## src/rtl/core/srbmc_pkg.sv

```systemverilog
// ----------------------------------------------------------------------------
// srbmc_pkg: shared types and constants for the serial ring buffer block
// Request and result structures, event codes and reset values.
// ----------------------------------------------------------------------------
`default_nettype none

package srbmc_pkg;

	// Default number of slots in each ring; one slot always stays empty.
	localparam int unsigned DEPTH_DEFAULT = 16;

	// Delimiter value after reset: the dollar sign.
	localparam logic [7:0] DELIM_RESET = 8'd36;

	// Upper limit of the message counter.
	localparam logic [3:0] COUNT_MAX = 4'd15;

	// Event codes carried in the kind field.
	localparam logic [1:0] KIND_LINE_RX = 2'd0;
	localparam logic [1:0] KIND_TX_DONE = 2'd1;
	localparam logic [1:0] KIND_POP     = 2'd2;
	localparam logic [1:0] KIND_PUSH    = 2'd3;

	// One request: an event and its byte.
	typedef struct packed {
		logic [1:0] kind;
		logic [7:0] data_byte;
	} in_item_t;

	// One result of an event.
	typedef struct packed {
		logic       line_valid;
		logic [7:0] line_byte;
		logic       read_valid;
		logic [7:0] read_byte;
		logic       accepted;
		logic [3:0] message_count;
		logic       transmitter_busy;
	} result_t;

endpackage

`default_nettype wire

```

## src/rtl/core/srbmc_ring.sv

```systemverilog
// ----------------------------------------------------------------------------
// srbmc_ring: byte storage of one ring
// One write port and one registered read port with write-through.
// ----------------------------------------------------------------------------
`default_nettype none

module srbmc_ring #(
	parameter int unsigned DEPTH = 16,
	parameter int unsigned PTR_W = $clog2(DEPTH)
) (
	input  wire logic             clk,
	input  wire logic             we,
	input  wire logic [PTR_W-1:0] waddr,
	input  wire logic [7:0]       wdata,
	input  wire logic [PTR_W-1:0] raddr,
	output logic      [7:0]       rdata
);

	logic [7:0] mem [DEPTH];
	logic [7:0] rdata_q;

	// Write port.
	always_ff @(posedge clk) begin
		if (we) begin
			mem[waddr] <= wdata;
		end
	end

	// Read port; a byte written to the slot being read is passed through.
	always_ff @(posedge clk) begin
		if (we && (waddr == raddr)) begin
			rdata_q <= wdata;
		end else begin
			rdata_q <= mem[raddr];
		end
	end

	assign rdata = rdata_q;

endmodule

`default_nettype wire

```

## src/rtl/core/srbmc_ctrl.sv

```systemverilog
// ----------------------------------------------------------------------------
// srbmc_ctrl: ring pointers, transmitter flag and message counter
// Handles one registered request per cycle and registers its result.
// ----------------------------------------------------------------------------
`default_nettype none

module srbmc_ctrl #(
	parameter int unsigned DEPTH = 16,
	parameter int unsigned PTR_W = $clog2(DEPTH)
) (
	input  wire logic                clk,
	input  wire logic                arst_n,
	input  wire logic                valid_s1,
	input  wire srbmc_pkg::in_item_t item_s1,
	input  wire logic [7:0]          delimiter,
	input  wire logic [7:0]          rx_head,
	input  wire logic [7:0]          tx_head,
	output logic                     rx_we,
	output logic      [PTR_W-1:0]    rx_waddr,
	output logic      [PTR_W-1:0]    rx_raddr,
	output logic                     tx_we,
	output logic      [PTR_W-1:0]    tx_waddr,
	output logic      [PTR_W-1:0]    tx_raddr,
	output logic                     done,
	output srbmc_pkg::result_t       result
);

	import srbmc_pkg::*;

	localparam logic [PTR_W-1:0] LAST_SLOT = PTR_W'(DEPTH - 1);

	logic [PTR_W-1:0] rx_wr_q, rx_rd_q, tx_wr_q, tx_rd_q;
	logic [PTR_W-1:0] rx_wr_d, rx_rd_d, tx_wr_d, tx_rd_d;
	logic [PTR_W-1:0] rx_wr_inc, rx_rd_inc, tx_wr_inc, tx_rd_inc;
	logic             busy_q, busy_d;
	logic [3:0]       count_q, count_d;
	logic             done_s2;
	result_t          res_d, result_s2;
	logic             rx_full, rx_empty, tx_full, tx_empty;

	// Pointer increments wrap at the last slot.
	assign rx_wr_inc = (rx_wr_q == LAST_SLOT) ? '0 : rx_wr_q + 1'b1;
	assign rx_rd_inc = (rx_rd_q == LAST_SLOT) ? '0 : rx_rd_q + 1'b1;
	assign tx_wr_inc = (tx_wr_q == LAST_SLOT) ? '0 : tx_wr_q + 1'b1;
	assign tx_rd_inc = (tx_rd_q == LAST_SLOT) ? '0 : tx_rd_q + 1'b1;

	assign rx_full  = (rx_wr_inc == rx_rd_q);
	assign rx_empty = (rx_wr_q == rx_rd_q);
	assign tx_full  = (tx_wr_inc == tx_rd_q);
	assign tx_empty = (tx_wr_q == tx_rd_q);

	// Event handling for the request in the first stage.
	always_comb begin
		rx_wr_d = rx_wr_q;
		rx_rd_d = rx_rd_q;
		tx_wr_d = tx_wr_q;
		tx_rd_d = tx_rd_q;
		busy_d  = busy_q;
		count_d = count_q;
		rx_we   = 1'b0;
		tx_we   = 1'b0;
		res_d   = '0;
		if (valid_s1) begin
			unique case (item_s1.kind)
				KIND_LINE_RX: begin
					if (!rx_full) begin
						rx_we          = 1'b1;
						rx_wr_d        = rx_wr_inc;
						res_d.accepted = 1'b1;
						if ((item_s1.data_byte == delimiter) && (count_q != COUNT_MAX)) begin
							count_d = count_q + 4'd1;
						end
					end
				end
				KIND_TX_DONE: begin
					if (!tx_empty) begin
						res_d.line_valid = 1'b1;
						res_d.line_byte  = tx_head;
						tx_rd_d          = tx_rd_inc;
					end else begin
						busy_d = 1'b0;
					end
				end
				KIND_POP: begin
					if (!rx_empty) begin
						rx_rd_d          = rx_rd_inc;
						res_d.read_valid = 1'b1;
						res_d.read_byte  = rx_head;
						if ((rx_head == delimiter) && (count_q != 4'd0)) begin
							count_d = count_q - 4'd1;
						end
					end
				end
				KIND_PUSH: begin
					if (!tx_full) begin
						tx_we          = 1'b1;
						tx_wr_d        = tx_wr_inc;
						res_d.accepted = 1'b1;
						// An idle transmitter has an empty ring: the byte goes out at once.
						if (!busy_q) begin
							busy_d           = 1'b1;
							res_d.line_valid = 1'b1;
							res_d.line_byte  = item_s1.data_byte;
							tx_rd_d          = tx_rd_inc;
						end
					end
				end
				default: begin
				end
			endcase
		end
		res_d.message_count    = count_d;
		res_d.transmitter_busy = busy_d;
	end

	assign rx_waddr = rx_wr_q;
	assign tx_waddr = tx_wr_q;

	// Storage is read at the next head so the head byte is ready next cycle.
	assign rx_raddr = rx_rd_d;
	assign tx_raddr = tx_rd_d;

	// Control state.
	always_ff @(posedge clk or negedge arst_n) begin
		if (!arst_n) begin
			rx_wr_q <= '0;
			rx_rd_q <= '0;
			tx_wr_q <= '0;
			tx_rd_q <= '0;
			busy_q  <= 1'b0;
			count_q <= 4'd0;
			done_s2 <= 1'b0;
		end else begin
			rx_wr_q <= rx_wr_d;
			rx_rd_q <= rx_rd_d;
			tx_wr_q <= tx_wr_d;
			tx_rd_q <= tx_rd_d;
			busy_q  <= busy_d;
			count_q <= count_d;
			done_s2 <= valid_s1;
		end
	end

	// Result register.
	always_ff @(posedge clk) begin
		result_s2 <= res_d;
	end

	assign done   = done_s2;
	assign result = result_s2;

endmodule

`default_nettype wire

```

## src/rtl/core/serial_ring_buffers_message_count.sv

```systemverilog
// ----------------------------------------------------------------------------
// serial_ring_buffers_message_count: receive and transmit rings of a serial port
// Buffers line bytes, feeds the transmitter and counts delimited messages.
// ----------------------------------------------------------------------------
// A request is taken in every cycle in which start is high; busy never rises.
// Each request gives exactly one result: the request is held in the input register
// and done rises together with its result in the result register (one input
// register, one result register). The receiver cannot stall, so done is a
// one-cycle strobe that must be captured when it appears.
// The delimiter register should only be written when no request is in flight.
`default_nettype none

module serial_ring_buffers_message_count #(
	parameter int unsigned DEPTH = srbmc_pkg::DEPTH_DEFAULT
) (
	input  wire logic                clk,
	input  wire logic                arst_n,
	input  wire logic                start,
	output logic                     busy,
	input  wire srbmc_pkg::in_item_t in_item,
	output logic                     done,
	output srbmc_pkg::result_t       result,
	input  wire logic                delimiter_we,
	input  wire logic [7:0]          delimiter_wdata
);

	import srbmc_pkg::*;

	localparam int unsigned PTR_W = $clog2(DEPTH);

	logic             valid_s1;
	in_item_t         item_s1;
	logic [7:0]       delimiter_q;
	logic [7:0]       rx_head, tx_head;
	logic             rx_we, tx_we;
	logic [PTR_W-1:0] rx_waddr, rx_raddr, tx_waddr, tx_raddr;

	// Every cycle can take a new request.
	assign busy = 1'b0;

	// Delimiter register.
	always_ff @(posedge clk or negedge arst_n) begin
		if (!arst_n) begin
			delimiter_q <= DELIM_RESET;
		end else if (delimiter_we) begin
			delimiter_q <= delimiter_wdata;
		end
	end

	// Input register.
	always_ff @(posedge clk or negedge arst_n) begin
		if (!arst_n) begin
			valid_s1 <= 1'b0;
		end else begin
			valid_s1 <= start && !busy;
		end
	end

	always_ff @(posedge clk) begin
		item_s1 <= in_item;
	end

	// Receive ring storage.
	srbmc_ring #(
		.DEPTH(DEPTH),
		.PTR_W(PTR_W)
	) u_rx_ring (
		.clk  (clk),
		.we   (rx_we),
		.waddr(rx_waddr),
		.wdata(item_s1.data_byte),
		.raddr(rx_raddr),
		.rdata(rx_head)
	);

	// Transmit ring storage.
	srbmc_ring #(
		.DEPTH(DEPTH),
		.PTR_W(PTR_W)
	) u_tx_ring (
		.clk  (clk),
		.we   (tx_we),
		.waddr(tx_waddr),
		.wdata(item_s1.data_byte),
		.raddr(tx_raddr),
		.rdata(tx_head)
	);

	// Pointers, flags and result.
	srbmc_ctrl #(
		.DEPTH(DEPTH),
		.PTR_W(PTR_W)
	) u_ctrl (
		.clk      (clk),
		.arst_n   (arst_n),
		.valid_s1 (valid_s1),
		.item_s1  (item_s1),
		.delimiter(delimiter_q),
		.rx_head  (rx_head),
		.tx_head  (tx_head),
		.rx_we    (rx_we),
		.rx_waddr (rx_waddr),
		.rx_raddr (rx_raddr),
		.tx_we    (tx_we),
		.tx_waddr (tx_waddr),
		.tx_raddr (tx_raddr),
		.done     (done),
		.result   (result)
	);

endmodule

`default_nettype wire
```

## config.mk

```make
export PLATFORM = sky130hd
export DESIGN_NAME = serial_ring_buffers_message_count
export DESIGN_NICKNAME = d
export VERILOG_FILES = /design/src/rtl/core/srbmc_pkg.sv /design/src/rtl/core/srbmc_ring.sv /design/src/rtl/core/srbmc_ctrl.sv /design/src/rtl/core/serial_ring_buffers_message_count.sv
export SDC_FILE = /design/constraint.sdc
export NUM_CORES = 1
export LEC_CHECK = 0
export BUFFER_PORTS_ARGS = -buffer_cell sky130_fd_sc_hd__buf_2
export CAP_MARGIN = 20
export CORE_MARGIN = 8
export CORE_UTILIZATION = 40
export DETAILED_ROUTE_END_ITERATION = 6
export PLACE_DENSITY = 0.67
export RECOVER_POWER = 50
export SYNTH_ARGS = -nofsm -noshare
export SYNTH_HDL_FRONTEND = slang
export SYNTH_HIERARCHICAL = 1
export SYNTH_SLANG_ARGS = --single-unit
```

## constraint.sdc

```tcl
create_clock -name clk -period 5.06 [get_ports clk]
set_input_delay 0.759 -clock clk [delete_from_list [all_inputs] [get_ports clk]]
set_output_delay 0.759 -clock clk [all_outputs]
set_load 0.1 [all_outputs]
```

==> results.sh, run 1 <==
export IMPL_cts_buffer_depth=3
export IMPL_start_kind="flip-flop"
export IMPL_register_area_sq_um=9310
export IMPL_rr_worst_depth=8
export IMPL_grt_use_total=0.138
export IMPL_clk_pin_slew_ns=0.06
export IMPL_firstDrtPassIters=5
export IMPL_async_flop_share=0.0942
export IMPL_top_usage_layer="met2"
export IMPL_violations="capacitance limit, slew limit"
export IMPL_multiInputGateArea_sq_um=3520
export IMPL_leakagePower_nw=5.05
export IMPL_grt_util_met1=0.185
export IMPL_finalCritPeriodShare=0.735
export IMPL_yosysSeqAreaShare=0.708
export IMPL_ff2ff_setup_slack_ns=1.34
export IMPL_grt_pass1_vias=6832
export IMPL_grt_first_pass_wirelength_um=41200
export IMPL_post_cts_buffers=0
export IMPL_synthMuxAreaShare=0.130
export IMPL_hold_class="input pin to flip-flop"
export IMPL_die_w_um=197
export IMPL_use_met2=0.226
export IMPL_initial_core_util=0.405
export IMPL_rsz0062_at_grt="false"
export IMPL_dp_hpwl_um=17000
export IMPL_drcViolationCount=0
export IMPL_die_h_um=197
export IMPL_drive_above_1_share=0.182
export IMPL_num_vias=6774
export IMPL_clkLatencyLatePin_ns=0.52
export IMPL_critPathKind="flip-flop to flip-flop"
export IMPL_synthSimpleGateAreaFrac=0.0574
export IMPL_die_area_sq_um=38900
export IMPL_core_area_sq_um=32500
export IMPL_synth_enable_flop_cells=256
export IMPL_synth_top_flop_cell="edfxtp_1"
export IMPL_p_per_area_nw_per_um2=514
export IMPL_synthAdderAreaFrac=0.00952
export IMPL_cts_hold_buffers=0
export IMPL_timing_final_crit_period_ns=3.72
export IMPL_tightest_slew_ns=1.84
export IMPL_synth_top_family_by_area="multiplexers"
export IMPL_syn_nets=759
export IMPL_antenna_found_initial=0
export IMPL_cp_required_ns=5.20
export IMPL_yosys_area_top_type_share=0.585
export IMPL_worst_setup_path_end_kind="flip-flop"
export IMPL_grt_max_degree=35
export IMPL_max_vdd_ir_drop_v=0.000304
export IMPL_drv_cap=9
export IMPL_avgSynthCellArea_sq_um=18.1
export IMPL_nFillCells=2762
export IMPL_wl_per_cell_um=21.3
export IMPL_cts_buffers=35
export IMPL_crit_path_cell_trace="ha_1 > a21o_1 > a311o_1 > a41oi_1 > nand2_1 > inv_1 > or3b_2 > nor2_1"
export IMPL_fin_skew_ns=0.0234
export IMPL_num_rows=66
export IMPL_io_pins=48
export IMPL_cts_htree_levels=2
export IMPL_root_buffer="clkbuf_16"
export IMPL_clock_sinks=329
export IMPL_path_max_fanout=14
export IMPL_synth_cells=727
export IMPL_whs_ns=0.339
export IMPL_synth_compound_area_frac=0.0493
export IMPL_vias_per_cell=5.34
export IMPL_routed_wl_um=27000
export IMPL_synth_seq_cells=329
export IMPL_synthXorXnorAreaFrac=0.0248
export IMPL_slew_headroom=-0.227
export IMPL_grtUsageMet3=0.0230
export IMPL_total_power_mw=7.64
export IMPL_tns_ns=0
export IMPL_crit_path_top_delay_cell="nor2_1"
export IMPL_setup_viol=0
export IMPL_whs_path_depth=1
export IMPL_gr_total_overflow=0
export IMPL_cp_data_arrival_time_ns=3.86
export IMPL_cp_slowest_stage_delay_ns=0.59
export IMPL_area_growth_pct=13.0
export IMPL_slew_viol_final=312
export IMPL_cts_tree="built"
export IMPL_antenna_diode_count=0
export IMPL_fmax_mhz=269
export IMPL_synth_cell_type_count=64
export IMPL_syn_area_sq_um=13100
export IMPL_synth_largest_area_cell="edfxtp_1"
export IMPL_numPortBuffers=46
export IMPL_post_cts_resize_count=0
export IMPL_final_antenna_net_count=0
export IMPL_ys_top_cells_by_area="edfxtp_1 (58%), dfxtp_1 (6.4%), mux4_2 (6.2%), mux4_1 (5.6%), dfrtp_1 (5.5%)"
export IMPL_status="complete, but fails checks"
export IMPL_gp_congestion=0.822
export IMPL_drtIter0Drc=470
export IMPL_hold_violations=0
export IMPL_nets=831
export IMPL_synth_warnings=6
-- kinds of logic (layout without fill, tap and decap cells) --
family                   Yosys count  in the layout
multiplexers                      76             76
adder cells (fa/ha/maj)           10             10
buffers and inverters             42            141
AND/OR/NAND/NOR                  150            150
other                              1              1
flip-flops                       329            329
AO/OA/AOI/OAI                     86             86
XOR/XNOR                          33             33
-- synth_stat cells (2+ instances only) --
library cell / instances
ha_1: 10
dfstp_2: 2
mux2_2: 2
mux2i_1: 2
a21o_1: 2
inv_1: 11
and3_1: 2
buf_2: 7
nand3b_1: 5
edfxtp_1: 256
and2_1: 11
a22oi_1: 40
nand4_1: 3
nand2_1: 44
xor2_2: 3
nor2_1: 41
buf_6: 7
a31oi_1: 6
mux4_1: 28
o22ai_1: 3
a311o_1: 2
a41o_1: 2
mux4_2: 36
xnor2_1: 17
buf_4: 3
clkdlybuf4s25_2: 6
a21oi_1: 8
a22o_1: 2
xor2_1: 12
nand4b_1: 2
nor2b_1: 3
nor3_1: 11
or3b_2: 2
nand2b_1: 6
clkbuf_1: 6
nand3_1: 9
dfxtp_1: 42
and2b_1: 2
nor4_1: 3
o21ai_0: 9
mux2_4: 8
dfrtp_1: 29
-- through the flow --
stage          worst slack [ns]   util  std cells  instance area (sq um)
3_3_place_gp               1.47  0.427       1204                  13900
5_1_grt                    1.11  0.458       1268                  14900
2_1_floorplan              1.67      -        727                  13100
3_5_place_dp               1.33  0.427       1204                  13900
4_1_cts                    1.32  0.461       1268                  15000
6_report                   1.34  0.458       1268                  14900
-- registers in the layout (all words and copies together) (netlist names), named ones only --
register	cells
delimiter_q	8
item_s1	10
u_ctrl/busy_q	1
u_ctrl/count_q	4
u_ctrl/done	1
u_ctrl/result	24
u_ctrl/rx_rd_q	4
u_ctrl/rx_waddr	4
u_ctrl/tx_rd_q	4
u_ctrl/tx_waddr	4
u_rx_ring/mem	128
u_tx_ring/mem	128
valid_s1	1
-- cell usage in the layout, fill, tap and decap left out, drive strengths merged, types with 4 or more instances in the layout --
master	netlist	routed
edfxtp	256	256
clkbuf	6	66
mux4	64	64
nand2	44	44
dfxtp	42	42
buf	17	42
nor2	41	41
a22oi	40	40
dfrtp	29	29
xnor2	17	17
xor2	15	15
clkinv	1	15
inv	12	14
and2	11	11
nor3	11	11
ha	10	10
o21ai	10	10
mux2	10	10
nand3	9	9
a21oi	8	8
a31oi	6	6
nand2b	6	6
nand3b	5	5
nor4	4	4
-- layout make-up --
class                           instances  area share
Clock buffer                           44      0.0640
Clock inverter                         20     0.00944
Sequential cell                       329       0.627
Inverter                               13     0.00362
Timing Repair Buffer                   64      0.0214
Multi-Input combinational cell        356       0.237
Tap cell                              442      0.0372
-- worst max-delay path, delay by kind of cell, from the launching register on --
| kind | cells | cell delay (ns) |
|---|---|---|
| adder cells (fa/ha/maj) | 1 | 0.34 |
| AO/OA/AOI/OAI | 3 | 0.98 |
| AND/OR/NAND/NOR | 3 | 1.33 |
| flip-flops | 1 | 0.53 |
| buffers and inverters | 1 | 0.16 |
-- worst paths after layout --
path	to	from
max in group asynchronous	u_ctrl/tx_waddr[2]	arst_n
setup reg to reg	u_tx_ring/mem[2][2]	u_ctrl/tx_waddr[0]
hold / removal	item_s1[0]	in_item[0]
min in group asynchronous	delimiter_q[0]	arst_n
setup / recovery	u_tx_ring/mem[2][2]	u_ctrl/tx_waddr[0]
hold reg to reg	delimiter_q[7]	delimiter_q[7]
-- power by group --
group / internal, mW / switching [mW] / leakage [nW]
clock network: 1.39 / 1.01 / 0.527
registers: 3.10 / 0.298 / 3.03
logic: 0.807 / 1.03 / 1.49
-- routing by layer --
| metal | share of wire | up-vias | wire, um |
|---|---|---|---|
| li1 | - | 3048 | - |
| met2 | 0.50 | 191 | 13400 |
| met3 | 0.047 | 55 | 1270 |
| met5 | 0 | - | 0 |
| met4 | 0.025 | 0 | 667 |
| met1 | 0.43 | 3480 | 11700 |
(Power assumes the default switching activity.)
==> run 2, diff against run 1 <==
- clock period: 5.06 -> 3.9 ns (I/O delays scaled with it)
==> results.sh, run 2 (synthesis gave the netlist of run 1 again) <==
export IMPL_tightest_slew_ns=1.76
export IMPL_cts_tree="built"
export IMPL_cp_required_ns=4.03
export IMPL_grt_first_pass_wirelength_um=42300
export IMPL_path_max_fanout=14
export IMPL_gr_total_overflow=0
export IMPL_tns_ns=0
export IMPL_grt_max_degree=34
export IMPL_slew_headroom=-0.171
export IMPL_fin_skew_ns=0.0261
export IMPL_dp_hpwl_um=18300
export IMPL_drive_above_1_share=0.195
export IMPL_clock_sinks=329
export IMPL_drcViolationCount=0
export IMPL_num_vias=6799
export IMPL_clkLatencyLatePin_ns=0.52
export IMPL_clk_pin_slew_ns=0.06
export IMPL_cts_buffer_depth=3
export IMPL_initial_core_util=0.405
export IMPL_p_per_area_nw_per_um2=660
export IMPL_hold_violations=0
export IMPL_vias_per_cell=5.31
export IMPL_grt_use_total=0.142
export IMPL_rr_worst_depth=8
export IMPL_cts_htree_levels=2
export IMPL_num_rows=66
export IMPL_antenna_diode_count=0
export IMPL_final_util=0.460
export IMPL_hold_class="input pin to flip-flop"
export IMPL_r2r_start="u_ctrl/tx_waddr[0]"
export IMPL_cp_data_arrival_time_ns=3.56
export IMPL_leakagePower_nw=5.12
export IMPL_io_pins=48
export IMPL_post_cts_buffers=0
export IMPL_whs_ns=0.160
export IMPL_die_h_um=197
export IMPL_numPortBuffers=46
export IMPL_grt_pass1_vias=7001
export IMPL_wl_per_cell_um=21.5
export IMPL_drv_cap=7
export IMPL_max_vdd_ir_drop_v=0.000363
export IMPL_routed_wl_um=27500
export IMPL_critPathKind="flip-flop to flip-flop"
export IMPL_die_area_sq_um=38900
export IMPL_r2r_end="u_tx_ring/mem[15][1]"
export IMPL_final_antenna_net_count=0
export IMPL_violations="capacitance limit, slew limit"
export IMPL_final_common_cell="edfxtp_1"
export IMPL_nets=847
export IMPL_final_cell_mix="edfxtp_1 (256), nand2_1 (44), dfxtp_1 (40), a22oi_1 (40), nor2_1 (39)"
export IMPL_firstDrtPassIters=7
export IMPL_cts_buffers=34
export IMPL_status="complete, but fails checks"
export IMPL_rsz0062_at_grt="false"
export IMPL_ff2ff_setup_slack_ns=0.47
export IMPL_antenna_found_initial=1
export IMPL_worst_setup_path_end_kind="flip-flop"
export IMPL_fmax_mhz=291
export IMPL_start_kind="flip-flop"
export IMPL_hold_start="in_item[8]"
export IMPL_setup_viol=0
export IMPL_slew_viol_final=199
export IMPL_total_power_mw=9.85
export IMPL_gp_congestion=0.770
export IMPL_die_w_um=197
export IMPL_root_buffer="clkbuf_16"
export IMPL_drtIter0Drc=536
export IMPL_finalCritPeriodShare=0.880
export IMPL_hold_end="item_s1[8]"
export IMPL_whs_path_depth=1
export IMPL_timing_final_crit_period_ns=3.43
export IMPL_area_growth_pct=13.5
export IMPL_core_area_sq_um=32500
-- run 2: cell count changes in the layout (fill, tap and decap cells not counted), moves of 2 or more --
cell      previous run  this run
buf_4               10        26
nor3_1               9        11
dfstp_1              0         2
dfstp_2              2         0
nor3_2               2         0
nor2_2               0         2
clkinv_1             9         5
nor2_1              41        39
clkinv_4             1         3
-- run 2: cell type report --
type | count | area (sq um)
tap | 442 | 553
timing repair buffer | 81 | 458
clock inverter | 15 | 97.6
fill | 2743 | 17500
clock buffer | 44 | 930
inverter | 13 | 53.8
sequential | 329 | 9310
multi-input combinational | 356 | 3520
-- run 2: power by group --
| part | switching, mW | internal (mW) |
|---|---|---|
| Sequential | 0.310 | 4.02 |
| Combinational | 1.45 | 1.08 |
| Clock | 1.29 | 1.70 |
| Total | 3.05 | 6.79 |
-- run 2: worst max-delay path by stage --
stage                       startpoint                    to  slack [ns]  depth (start not counted)
floorplan           u_ctrl/tx_waddr[0]   u_tx_ring/mem[0][0]        0.51                          8
global placement    u_ctrl/tx_waddr[0]   u_tx_ring/mem[1][0]        0.46                          8
detailed placement  u_ctrl/tx_waddr[0]   u_tx_ring/mem[1][3]        0.32                          8
CTS                 u_ctrl/tx_waddr[0]   u_tx_ring/mem[2][3]        0.30                          8
global route        u_ctrl/tx_waddr[0]  u_tx_ring/mem[15][1]        0.16                          8
finish              u_ctrl/tx_waddr[0]  u_tx_ring/mem[15][1]        0.47                          8
-- run 2: critical path: stages (launching register included) --
cell	delay (ns)
dfrtp_1	0.53
ha_1	0.34
a21o_1	0.20
a311o_1	0.40
a41oi_1	0.34
nand2_1	0.21
inv_1	0.16
nand3_1	0.21
nor2_1	0.64
-- run 2: per-stage QoR --
step	instances	area [sq um]	setup WS, ns
finish	1280	14900	0.468
global route	1280	14900	0.157
CTS	1280	15000	0.297
detailed placement	1221	14000	0.322
global placement	1221	14000	0.459
floorplan	727	13100	0.513
-- run 2: timing repair --
item	4_1_cts	5_1_grt
setup endpoints to repair	0	16
endpoints found under the hold margin	0	0
hold buffers	0	0
resized for setup	0	2
-- run 2: per-layer routing --
metal	track usage	vias up	share of wire
met3	0.0233	40	0.046
li1	-	3074	-
met5	0	-	0
met2	0.243	191	0.50
met1	0.185	3494	0.44
met4	0.0359	0	0.019
